===== src/rtl/tws_pkg.sv =====
package tws_pkg;

	// Field widths of the request and result items
	localparam int COL_W   = 11;
	localparam int FRAC_W  = 16;
	localparam int DIST_W  = 16;
	localparam int TEX_W   = 10;
	localparam int TEXC_W  = 11;
	localparam int ROWO_W  = 9;
	localparam int ROW_W   = 10;
	localparam int IN_DATA_W  = 48;
	localparam int OUT_DATA_W = 40;

	// Configuration port
	localparam int CFG_IDX_W  = 1;
	localparam int CFG_DATA_W = 11;
	localparam logic [CFG_IDX_W-1:0] CFG_TEX_WIDTH  = 1'd0;
	localparam logic [CFG_IDX_W-1:0] CFG_TEX_HEIGHT = 1'd1;
	localparam logic [TEXC_W-1:0] TEX_RESET = 11'd64;
	localparam logic [TEXC_W-1:0] TEX_MAX   = 11'd1024;

	// Request kinds
	localparam logic KIND_LOAD = 1'b0;
	localparam logic KIND_TICK = 1'b1;

	// Nearest allowed distance, about 0.01 in Q8.8
	localparam logic [DIST_W-1:0] MIN_DIST = 16'd3;

	localparam int DEF_SCREEN_HEIGHT = 512;

	// Serial divider: numerator is screen height << 8 or texture height << 16
	localparam int DIV_W = TEXC_W + 16;
	localparam int MUL_W = 32;
	localparam int MPL_W = 16;
	localparam int CNT_W = 5;

	// Raise a zero texture size to one, lower an oversized one to the maximum
	function automatic logic [TEXC_W-1:0] clamp_tex(input logic [TEXC_W-1:0] v);
		logic [TEXC_W-1:0] r;
		r = v;
		if (v == '0) begin
			r = 11'd1;
		end else if (v > TEX_MAX) begin
			r = TEX_MAX;
		end
		return r;
	endfunction

endpackage


===== src/rtl/textured_wall_column_stepper_core.sv =====
// Load request: bit-serial division for the wall height, the texture column
// product alongside, a setup step, the texture step division, a multiplier load,
// shift-add steps for the start position; an empty slice ends at setup. Tick:
// one per cycle when idle and no result stalls; registered, visible next cycle.
// Reset (arst_n low, asynchronous) clears control state and sets both texture
// sizes to 64; no slice is active after reset.
module textured_wall_column_stepper_core #(
	parameter int SCREEN_HEIGHT = tws_pkg::DEF_SCREEN_HEIGHT
) (
	input  logic clk,
	input  logic arst_n,
	input  logic s_axis_tvalid,
	output logic s_axis_tready,
	// column, wall_frac, side, dir_x_negative, dir_y_positive, distance, zero pad
	input  logic [tws_pkg::IN_DATA_W-1:0] s_axis_tdata,
	// kind
	input  logic s_axis_tuser,
	output logic m_axis_tvalid,
	input  logic m_axis_tready,
	// out_column, row, tex_x, tex_y
	output logic [tws_pkg::OUT_DATA_W-1:0] m_axis_tdata,
	output logic m_axis_tlast,
	input  logic cfg_valid,
	output logic cfg_ready,
	input  logic [tws_pkg::CFG_IDX_W-1:0] cfg_index,
	input  logic [tws_pkg::CFG_DATA_W-1:0] cfg_data
);
	import tws_pkg::*;

	typedef enum logic [2:0] {
		ST_IDLE,
		ST_DIV_H,
		ST_CALC,
		ST_DIV_S,
		ST_STEP,
		ST_MUL_P
	} state_t;

	localparam logic [DIV_W-1:0] HGT_NUM = DIV_W'(SCREEN_HEIGHT * 256);
	localparam logic [16:0] HALF = 17'(SCREEN_HEIGHT / 2);
	localparam logic [16:0] SCR_H = 17'(SCREEN_HEIGHT);
	localparam logic [ROW_W-1:0] ROW_MAX = ROW_W'(SCREEN_HEIGHT - 1);
	localparam logic [CNT_W-1:0] DIV_LAST = CNT_W'(DIV_W - 1);
	localparam logic [CNT_W-1:0] MUL_LAST = CNT_W'(MPL_W - 1);

	state_t state_q;
	logic [TEXC_W-1:0] tex_width_q, tex_height_q;
	logic active_q;
	logic [COL_W-1:0] cur_column_q;
	logic [TEX_W-1:0] cur_tex_x_q;
	logic [ROW_W-1:0] cur_row_q, end_row_q;
	logic [31:0] tex_step_q, tex_pos_q;
	logic mirror_q;
	logic [CNT_W-1:0] cnt_q;

	// Divider and multiplier shift registers
	logic [DIV_W-1:0] num_q;
	logic [DIST_W-1:0] den_q, rem_q;
	logic [MUL_W-1:0] mcand_q, mulacc_q;
	logic [MPL_W-1:0] mplier_q;

	// Result register
	logic m_valid_q, m_last_q;
	logic [COL_W-1:0] o_col_q;
	logic [ROWO_W-1:0] o_row_q;
	logic [TEX_W-1:0] o_tx_q, o_ty_q;

	// Request field unpacking
	logic [COL_W-1:0] in_column;
	logic [FRAC_W-1:0] in_frac;
	logic in_side, in_xneg, in_ypos;
	logic [DIST_W-1:0] in_dist;
	assign in_column = s_axis_tdata[10:0];
	assign in_frac   = s_axis_tdata[26:11];
	assign in_side   = s_axis_tdata[27];
	assign in_xneg   = s_axis_tdata[28];
	assign in_ypos   = s_axis_tdata[29];
	assign in_dist   = s_axis_tdata[45:30];

	logic in_fire;
	logic emit;
	assign s_axis_tready = (state_q == ST_IDLE) && (!m_valid_q || m_axis_tready);
	assign in_fire = s_axis_tvalid && s_axis_tready;
	assign cfg_ready = 1'b1;

	// Emit a pixel on an accepted tick of an active slice
	assign emit = in_fire && (s_axis_tuser == KIND_TICK) && active_q;

	// One restoring divider step
	logic [DIST_W+1:0] div_diff;
	logic div_qbit;
	logic [DIST_W-1:0] rem_next;
	always_comb begin
		div_diff = {1'b0, rem_q, num_q[DIV_W-1]} - {2'b00, den_q};
		div_qbit = !div_diff[DIST_W+1];
		rem_next = div_qbit ? div_diff[DIST_W-1:0] : {rem_q[DIST_W-2:0], num_q[DIV_W-1]};
	end

	// One shift-add multiplier step
	logic [MUL_W-1:0] acc_next;
	assign acc_next = mulacc_q + (mplier_q[0] ? mcand_q : '0);

	// Slice setup from the wall height
	logic [TEXC_W-1:0] w_cl, h_cl, h_m1;
	logic [15:0] height;
	logic [16:0] hh, end_sum;
	logic start_neg;
	logic [ROW_W-1:0] start_row, end_row;
	logic [MPL_W-1:0] offs;
	logic [TEX_W-1:0] tx_raw;
	logic [TEXC_W-1:0] tx_mir;
	logic slice_ok;
	always_comb begin
		w_cl = clamp_tex(tex_width_q);
		h_cl = clamp_tex(tex_height_q);
		h_m1 = h_cl - 11'd1;
		height = num_q[15:0];
		hh = {2'b00, height[15:1]};
		start_neg = hh > HALF;
		start_row = start_neg ? '0 : ROW_W'(HALF - hh);
		end_sum = HALF + hh;
		end_row = (end_sum >= SCR_H) ? ROW_MAX : end_sum[ROW_W-1:0];
		offs = start_neg ? MPL_W'(hh - HALF) : '0;
		tx_raw = mulacc_q[25:16];
		tx_mir = w_cl - {1'b0, tx_raw} - 11'd1;
		slice_ok = end_row > start_row;
	end

	// Pixel output from the running texture position
	logic [15:0] pos_hi;
	logic [TEX_W-1:0] tex_y;
	logic fin;
	always_comb begin
		pos_hi = tex_pos_q[31:16];
		tex_y = (pos_hi >= {5'b0, h_m1}) ? h_m1[TEX_W-1:0] : pos_hi[TEX_W-1:0];
		fin = ({1'b0, cur_row_q} + 11'd1) >= {1'b0, end_row_q};
	end

	always_ff @(posedge clk or negedge arst_n) begin
		if (!arst_n) begin
			state_q <= ST_IDLE;
			tex_width_q <= TEX_RESET;
			tex_height_q <= TEX_RESET;
			active_q <= 1'b0;
			cur_column_q <= '0;
			cur_tex_x_q <= '0;
			cur_row_q <= '0;
			end_row_q <= '0;
			tex_step_q <= '0;
			tex_pos_q <= '0;
			mirror_q <= 1'b0;
			cnt_q <= '0;
			m_valid_q <= 1'b0;
		end else begin
			// Configuration writes
			if (cfg_valid) begin
				unique case (cfg_index)
					CFG_TEX_WIDTH:  tex_width_q <= cfg_data;
					CFG_TEX_HEIGHT: tex_height_q <= cfg_data;
					default: ;
				endcase
			end

			// Raise the result on a new pixel, drop it once taken
			if (emit) begin
				m_valid_q <= 1'b1;
			end else if (m_axis_tready) begin
				m_valid_q <= 1'b0;
			end

			unique case (state_q)
				ST_IDLE: begin
					if (in_fire && s_axis_tuser == KIND_LOAD) begin
						// Start the height division and the texture column product
						cur_column_q <= in_column;
						mirror_q <= (!in_side && in_xneg) || (in_side && in_ypos);
						active_q <= 1'b0;
						num_q <= HGT_NUM;
						den_q <= (in_dist < MIN_DIST) ? MIN_DIST : in_dist;
						rem_q <= '0;
						mcand_q <= MUL_W'(in_frac);
						mplier_q <= MPL_W'(w_cl);
						mulacc_q <= '0;
						cnt_q <= '0;
						state_q <= ST_DIV_H;
					end else if (emit) begin
						// Emit one pixel and advance
						o_col_q <= cur_column_q;
						o_row_q <= cur_row_q[ROWO_W-1:0];
						o_tx_q <= cur_tex_x_q;
						o_ty_q <= tex_y;
						m_last_q <= fin;
						tex_pos_q <= tex_pos_q + tex_step_q;
						cur_row_q <= cur_row_q + 10'd1;
						if (fin) begin
							active_q <= 1'b0;
						end
					end
				end
				ST_DIV_H: begin
					num_q <= {num_q[DIV_W-2:0], div_qbit};
					rem_q <= rem_next;
					mulacc_q <= acc_next;
					mcand_q <= {mcand_q[MUL_W-2:0], 1'b0};
					mplier_q <= {1'b0, mplier_q[MPL_W-1:1]};
					cnt_q <= cnt_q + 5'd1;
					if (cnt_q == DIV_LAST) begin
						state_q <= ST_CALC;
					end
				end
				ST_CALC: begin
					cur_tex_x_q <= mirror_q ? tx_mir[TEX_W-1:0] : tx_raw;
					cnt_q <= '0;
					if (slice_ok) begin
						cur_row_q <= start_row;
						end_row_q <= end_row;
						num_q <= {h_cl, 16'h0000};
						den_q <= height;
						rem_q <= '0;
						mplier_q <= offs;
						state_q <= ST_DIV_S;
					end else begin
						cur_row_q <= '0;
						end_row_q <= '0;
						tex_step_q <= '0;
						tex_pos_q <= '0;
						state_q <= ST_IDLE;
					end
				end
				ST_DIV_S: begin
					num_q <= {num_q[DIV_W-2:0], div_qbit};
					rem_q <= rem_next;
					cnt_q <= cnt_q + 5'd1;
					if (cnt_q == DIV_LAST) begin
						state_q <= ST_STEP;
					end
				end
				ST_STEP: begin
					tex_step_q <= 32'(num_q);
					mcand_q <= MUL_W'(num_q);
					mulacc_q <= '0;
					cnt_q <= '0;
					state_q <= ST_MUL_P;
				end
				ST_MUL_P: begin
					mulacc_q <= acc_next;
					mcand_q <= {mcand_q[MUL_W-2:0], 1'b0};
					mplier_q <= {1'b0, mplier_q[MPL_W-1:1]};
					cnt_q <= cnt_q + 5'd1;
					if (cnt_q == MUL_LAST) begin
						tex_pos_q <= acc_next;
						active_q <= 1'b1;
						state_q <= ST_IDLE;
					end
				end
				default: state_q <= ST_IDLE;
			endcase
		end
	end

	assign m_axis_tvalid = m_valid_q;
	assign m_axis_tlast = m_last_q;
	assign m_axis_tdata = {o_ty_q, o_tx_q, o_row_q, o_col_q};

`ifndef SYNTHESIS
	a_busy_inactive: assert property (@(posedge clk) disable iff (!arst_n)
		(state_q != ST_IDLE) |-> !active_q)
		else $error("slice active during setup");

	a_row_in_range: assert property (@(posedge clk) disable iff (!arst_n)
		active_q |-> (cur_row_q < end_row_q))
		else $error("active slice past its end row");

	a_last_ends: assert property (@(posedge clk) disable iff (!arst_n)
		(in_fire && s_axis_tuser == KIND_TICK && active_q && fin) |=> !active_q)
		else $error("slice still active after last pixel");

	a_result_source: assert property (@(posedge clk) disable iff (!arst_n)
		$rose(m_axis_tvalid) |-> $past(in_fire && s_axis_tuser == KIND_TICK && active_q))
		else $error("result without an active tick");
`endif

endmodule


===== config.mk =====
export PLATFORM = sky130hd
export DESIGN_NAME = textured_wall_column_stepper_core
export DESIGN_NICKNAME = d
export VERILOG_FILES = /design/src/rtl/tws_pkg.sv /design/src/rtl/textured_wall_column_stepper_core.sv
export SDC_FILE = /design/constraint.sdc
export NUM_CORES = 1
export LEC_CHECK = 0
export BUFFER_PORTS_ARGS = -buffer_cell sky130_fd_sc_hd__buf_4
export CAP_MARGIN = 20
export CORE_MARGIN = 1
export CORE_UTILIZATION = 56
export DETAILED_ROUTE_END_ITERATION = 8
export PLACE_DENSITY = 0.79
export SYNTH_ARGS = -nofsm -noshare
export SYNTH_HDL_FRONTEND = slang
export SYNTH_SLANG_ARGS = --single-unit

===== constraint.sdc =====
create_clock -name clk -period 6.75 [get_ports clk]
set_input_delay 0.675 -clock clk [delete_from_list [all_inputs] [get_ports clk]]
set_output_delay 0.675 -clock clk [all_outputs]
set_load 0.03 [all_outputs]

### Yosys cells after proc, flatten, opt, wreduce, memory -nomap -nowiden

Cells that the tools add are included.

| word-level totals | value |
|---|---|
| output and inout bits | 44 |
| logic and storage cells | 160 |
| register bits after elaboration | 318 |
| input port bits | 66 |

| operators by class | value |
|---|---|
| reduce and logical (&&, ||, !) cells | 42 |
| multiplexer cells | 54 |
| order comparisons | 8 |
| $add $sub $neg | 12 |
| eq/ne operators | 17 |
| bitwise logic cells | 3 |

Operators by type and width:

| cell | number |
|---|---|
| $pmux W32 S3 | 3 |
| $mux W32 | 7 |
| $mux W16 | 9 |
| $pmux W16 S3 | 2 |
| $pmux W27 S3 | 1 |
| $mux W10 | 8 |
| $add A32 B32 Y32 | 2 |
| $pmux W32 S2 | 1 |
| $mux W27 | 2 |
| $mux W11 | 4 |
| $pmux W16 S2 | 1 |
| $reduce_and A4 Y1 | 6 |
| $gt A11 B11 Y1 const B | 2 |
| $logic_not A11 Y1 | 2 |
| $pmux W10 S2 | 1 |
| $pmux W3 S6 | 1 |
| $sub A17 B16 Y18 | 1 |
| $add A9 B15 Y16 const A | 1 |
| $ge A16 B10 Y1 const B | 1 |
| $ge A16 B11 Y1 | 1 |
| $lt A16 B2 Y1 const B | 1 |
| $sub A15 B9 Y16 const B | 1 |
| $gt A15 B9 Y1 const B | 1 |
| $pmux W5 S3 | 1 |
| other kinds (34) | 76 |

### Longest topological paths before layout

| logic depth | value |
|---|---|
| depth in word-level cells | 9 |
| mapped depth | 19 |
| depth with buffers taken out | 17 |

### Worst setup path after synthesis

No wires, ideal clock.

| timing path | value |
|---|---|
| path kind | flip-flop to flip-flop |
| start point | register num_q[1] |
| end point | register num_q[0] (enable) |
| path buffers | 2 |
| clock period less this slack | 7.024 ns |
| library setup time | 0.506 ns |
| data required time | 6.244 ns |
| arrival time | 6.518 ns |
| slack | -0.274 ns |
| cell stages (with the launch flop) | 18 |
| cell sequence | edfxtp_1 inv_1 ha_1 or3b_4 nor4b_4 a21oi_2 nor3_2 and2_4 buf_8 buf_12 nand2_1 ha_1 nand4_1 a211oi_2 nor2_1 a31oi_1 a211oi_1 nor3b_1 |

| on the way | value |
|---|---|
| word-level cells in the longest chain between the ends | 6 |
| elaborated cells between the ends (all ways) | 9 |
| classes of those cells | 2 x add/sub; 3 x order compare; 1 x eq/ne; 2 x mux; 1 x reduce/logical |

Ends and longest elaborated chain:

| item | line | text |
|---|---|---|
| start: declaration | textured_wall_column_stepper_core.sv:57 | `logic [DIV_W-1:0] num_q;` |
| start signal: assignment | textured_wall_column_stepper_core.sv:201 | `num_q <= {num_q[DIV_W-2:0], div_qbit};` |
| start signal: assignment | textured_wall_column_stepper_core.sv:217 | `num_q <= {h_cl, 16'h0000};` |
| start signal: assignment | textured_wall_column_stepper_core.sv:231 | `num_q <= {num_q[DIV_W-2:0], div_qbit};` |
| $add A9 B15 Y16 | textured_wall_column_stepper_core.sv:121 | `end_sum = HALF + hh;` |
| $ge A16 B10 Y1 | textured_wall_column_stepper_core.sv:122 | `end_row = (end_sum >= SCR_H) ? ROW_MAX : end_sum[ROW_W-1:0];` |
| $mux W10 | textured_wall_column_stepper_core.sv:122 |  |
| $gt A10 B10 Y1 * | textured_wall_column_stepper_core.sv:126 | `slice_ok = end_row > start_row;` |
| $ne A2 B2 Y1 (no line) * | -- |  |
| $reduce_and A4 Y1 (no line) * | -- |  |

Mark *: on every way between the ends. The rest lies on a longest branch, timed or not.
A chain may end at the register's enable or synchronous reset.

### Worst setup path after layout

| timing path | value |
|---|---|
| start point | register num_q[1] |
| end point | register tex_pos_q[30] |

| on the way | value |
|---|---|
| word-level cells in the longest chain between the ends | 6 |
| elaborated cells between the ends (all ways) | 9 |
| classes of those cells | 2 x add/sub; 3 x order compare; 1 x eq/ne; 2 x mux; 1 x reduce/logical |

Ends and longest elaborated chain:

| item | line | text |
|---|---|---|
| $add A9 B15 Y16 | textured_wall_column_stepper_core.sv:121 |  |
| $ge A16 B10 Y1 | textured_wall_column_stepper_core.sv:122 |  |
| $mux W10 | textured_wall_column_stepper_core.sv:122 |  |
| $gt A10 B10 Y1 * | textured_wall_column_stepper_core.sv:126 |  |
| $ne A2 B2 Y1 (no line) * | -- |  |
| $reduce_and A5 Y1 (no line) * | -- |  |
| end signal: assignment | textured_wall_column_stepper_core.sv:193 | `tex_pos_q <= tex_pos_q + tex_step_q;` |
| end signal: assignment | textured_wall_column_stepper_core.sv:251 | `tex_pos_q <= acc_next;` |
| end: declaration | textured_wall_column_stepper_core.sv:52 | `logic [31:0] tex_step_q, tex_pos_q;` |

Marks and branches as above.

==> impl_metrics.yaml <==
status:
  status: "completed"
grt:
  antenna_found_initial: 1
  grt_pass1_vias: 15412
  grt_overflow: 0
  grt_pass1_wl_um: 82000
  grt_usage_pct: 29.3
  grt_start_max_net_pins: 72
clocking:
  cts_made_buffers: 37
  cts_root_buf: "clkbuf_16"
  clkLatencyLatePin_ps: 540
  ctsResizeCount: 0
  cts.sinks: 313
  clkTransAtPathRegs_ps: 60
  htreeDepth: 2
  post-cts-setup-buffers: 0
  cts_hold_buf: 0
  clockBufferDepth: 3
  cts_tree: "done"
worst_setup_path:
  r2r_slack_ps: 1470
  path_cells: "inv_1, ha_1, or3b_4, nor4b_4, a21oi_2, nor3_2, and2_4, nand2_1, ha_1, nand4_1, a211oi_2, a2111oi_4, a221oi_4, nor2_1, and3_1, or4_1"
  critPathMaxFanout: 14
  cp_slowest_cell: "a221oi_4"
  worstSetupStartpointType: "flop"
  reg2regPathDepth: 16
  slowest_delay_ps: 740
  crit_path_end_kind: "flop"
  r2r_start: "num_q[1]"
  timing.rr.end: "tex_pos_q[30]"
  critPathTopFamily: "simple AND/OR/NAND/NOR gates"
  crit_arrival_ps: 5680
  crit_required_ps: 7160
  cpMostUsedCell: "ha_1"
  crit_buf_inv: 1
  path_class: "flop to flop"
synthesis:
  synth_area_per_cell_um2: 10.1
  synthArstFlopShare_pct: 42.5
  ys_types: 100
  synth.area.top_cells: "edfxtp_1 (28%), dfrtp_1 (17%), ha_1 (8.1%)"
  synth_area_um2: 19100
  yosysTopAreaCellShare_pct: 28.2
  synthMostInstantiatedCell: "nand2_1"
  synth_cells: 1901
  synth_edf_count: 180
  syn-num-nets: 2095
  synth_ff_type: "edfxtp_1"
  synthTopCellsByCount: "nand2_1 (209), edfxtp_1 (180), nor2_1 (149)"
  ys_warn_count: 0
  ys_seq_elements: 313
  synth_top_cell_by_area: "edfxtp_1"
  ys_seq_area_share_pct: 45.6
finish:
  area_growth_pct: 12.7
  nets: 2173
  multi_input_area_um2: 9710
  regArea_um2: 8740
  fin_area_um2: 21600
  drive_gt1_share_pct: 13.9
  num-fill-cells: 2599
  antennaDiodeCount: 0
pwr:
  p_per_area_nw_per_um2: 297
  p_leak_nw: 9.34
  total_power_w: 0.00641
  ir_worst_vdd_mv: 0.169
route:
  routedWlPerCell_um: 20.6
  vias_per_cell: 6.27
  drt_wl_total_um: 50600
  vias: 15401
  drt_iter0_drc: 1427
  drc: 0
  dr.pass1.iters: 7
  ant_nets: 0
die:
  num_io_pins: 110
  dieArea_um2: 34900
  placementRows: 67
  die_h_um: 187
  floorplan.die.width_um: 187
  initial_core_util_pct: 57.0
  coreArea_um2: 33600
sta:
  period_share_pct: 78.2
  slew_violations: 0
  rsz0062_at_grt: "no"
  tightest_slew_ps: 1030
  finalSetupTns_ps: 0
  relSlewSlack_pct: 31.0
  hold_violations: 0
  finalSetupViolations: 0
  fin_crit_ps: 5280
  fmax_mhz: 190
  skew_ps: 25.6
placement:
  dpl-instance-area_um2: 20300
  placement.io_buffers: 106
  gp_congestion: 0.900
  hpwl_um: 35500
job:
  cap_violations: 0
hold_path:
  worstHoldPathType: "input pin to asynchronous set/reset pin"
where the power goes:
part | internal, W | total (W) | leakage [nW] | switching (W)
Clock | 0.00123 | 0.00204 | 0.613 | 0.000816
Combinational | 0.000798 | 0.00188 | 5.40 | 0.00108
Sequential | 0.00227 | 0.00249 | 3.33 | 0.000219
Total | 0.00429 | 0.00641 | 9.34 | 0.00211
logic make-up after synthesis:
| family | share of synthesized area, % |
|---|---|
| compound gates | 18.0 |
| xor+xnor | 3.93 |
| fa+ha+maj | 8.52 |
| buf+inv | 3.84 |
| flops | 45.6 |
| mux | 3.13 |
| other cells | 0.0392 |
| simple gates | 16.9 |
stage by stage:
step | worst slack [ps] | instances | util, % | hold slack [ps]
final | 1470 | 2456 | 64.2 | 154
after global routing | 1240 | 2456 | 64.2 | 213
after CTS | 1610 | 2454 | 64.2 | 186
after detailed placement | 1640 | 2386 | 60.4 | 433
after global placement | 1680 | 2385 | 60.4 | 427
after floorplan | 1240 | 1901 | - | 379
worst max path at each step:
stage,depth (start not counted),end,from,slack [ps]
2_1_floorplan,17,num_q[0],num_q[1],1240
3_3_place_gp,16,tex_pos_q[30],num_q[1],1680
3_5_place_dp,16,tex_pos_q[30],num_q[1],1640
4_1_cts,16,tex_pos_q[30],num_q[1],1610
5_1_grt,16,tex_pos_q[30],num_q[1],1240
6_report,16,tex_pos_q[30],num_q[1],1470
layout make-up:
type / count / area share (%)
Clock buffer: 51 / 5.12
Clock inverter: 17 / 0.649
Inverter: 87 / 1.51
Multi-Input combinational cell: 1410 / 45.0
Sequential cell: 313 / 40.5
Tap cell: 448 / 2.60
Timing Repair Buffer: 130 / 4.62
cell usage in the layout, fill, tap and decap left out, drive strengths merged, types with 21 or more instances in the layout:
master    n
a21o     28
o21ai   115
xor2     35
nand2b   26
edfxtp  180
a21oi    82
nor2    153
ha      124
buf     130
mux2i    34
mux2     23
nand2   213
clkbuf   51
inv      88
xnor2    51
nand3    41
a22oi    22
nor2b    28
a22o     50
and2     65
and3     21
dfrtp   131
nor3     40
routing by layer:
metal	share of wire (%)	vias up	track usage [%]
li1	-	7110	-
met1	41	7470	37.8
met2	48	678	48.5
met3	7.9	141	5.18
met4	3.8	2	12.8
met5	0.022	-	0
worst reg2reg max path: stages, from the launching register on:
cell and delay (ps):
edfxtp_1 560, inv_1 180, ha_1 200, or3b_4 420
nor4b_4 310, a21oi_2 110, nor3_2 180, and2_4 310
nand2_1 140, ha_1 320, nand4_1 150, a211oi_2 370
a2111oi_4 110, a221oi_4 740, nor2_1 390, and3_1 280
or4_1 390
state kept, by name, summed over array words and instances (netlist names), 3 cells and up:
name / cells
tex_pos_q: 32
cur_column_q: 11
mplier_q: 16
cnt_q: 5
mcand_q: 32
mulacc_q: 32
den_q: 16
rem_q: 16
o_row_q: 9
cur_tex_x_q: 10
o_col_q: 11
state_q: 3
o_tx_q: 10
tex_height_q: 11
tex_width_q: 11
num_q: 27
o_ty_q: 10
cur_row_q: 10
tex_step_q: 27
end_row_q: 10
Note: power is estimated with default switching activity, not from simulation.
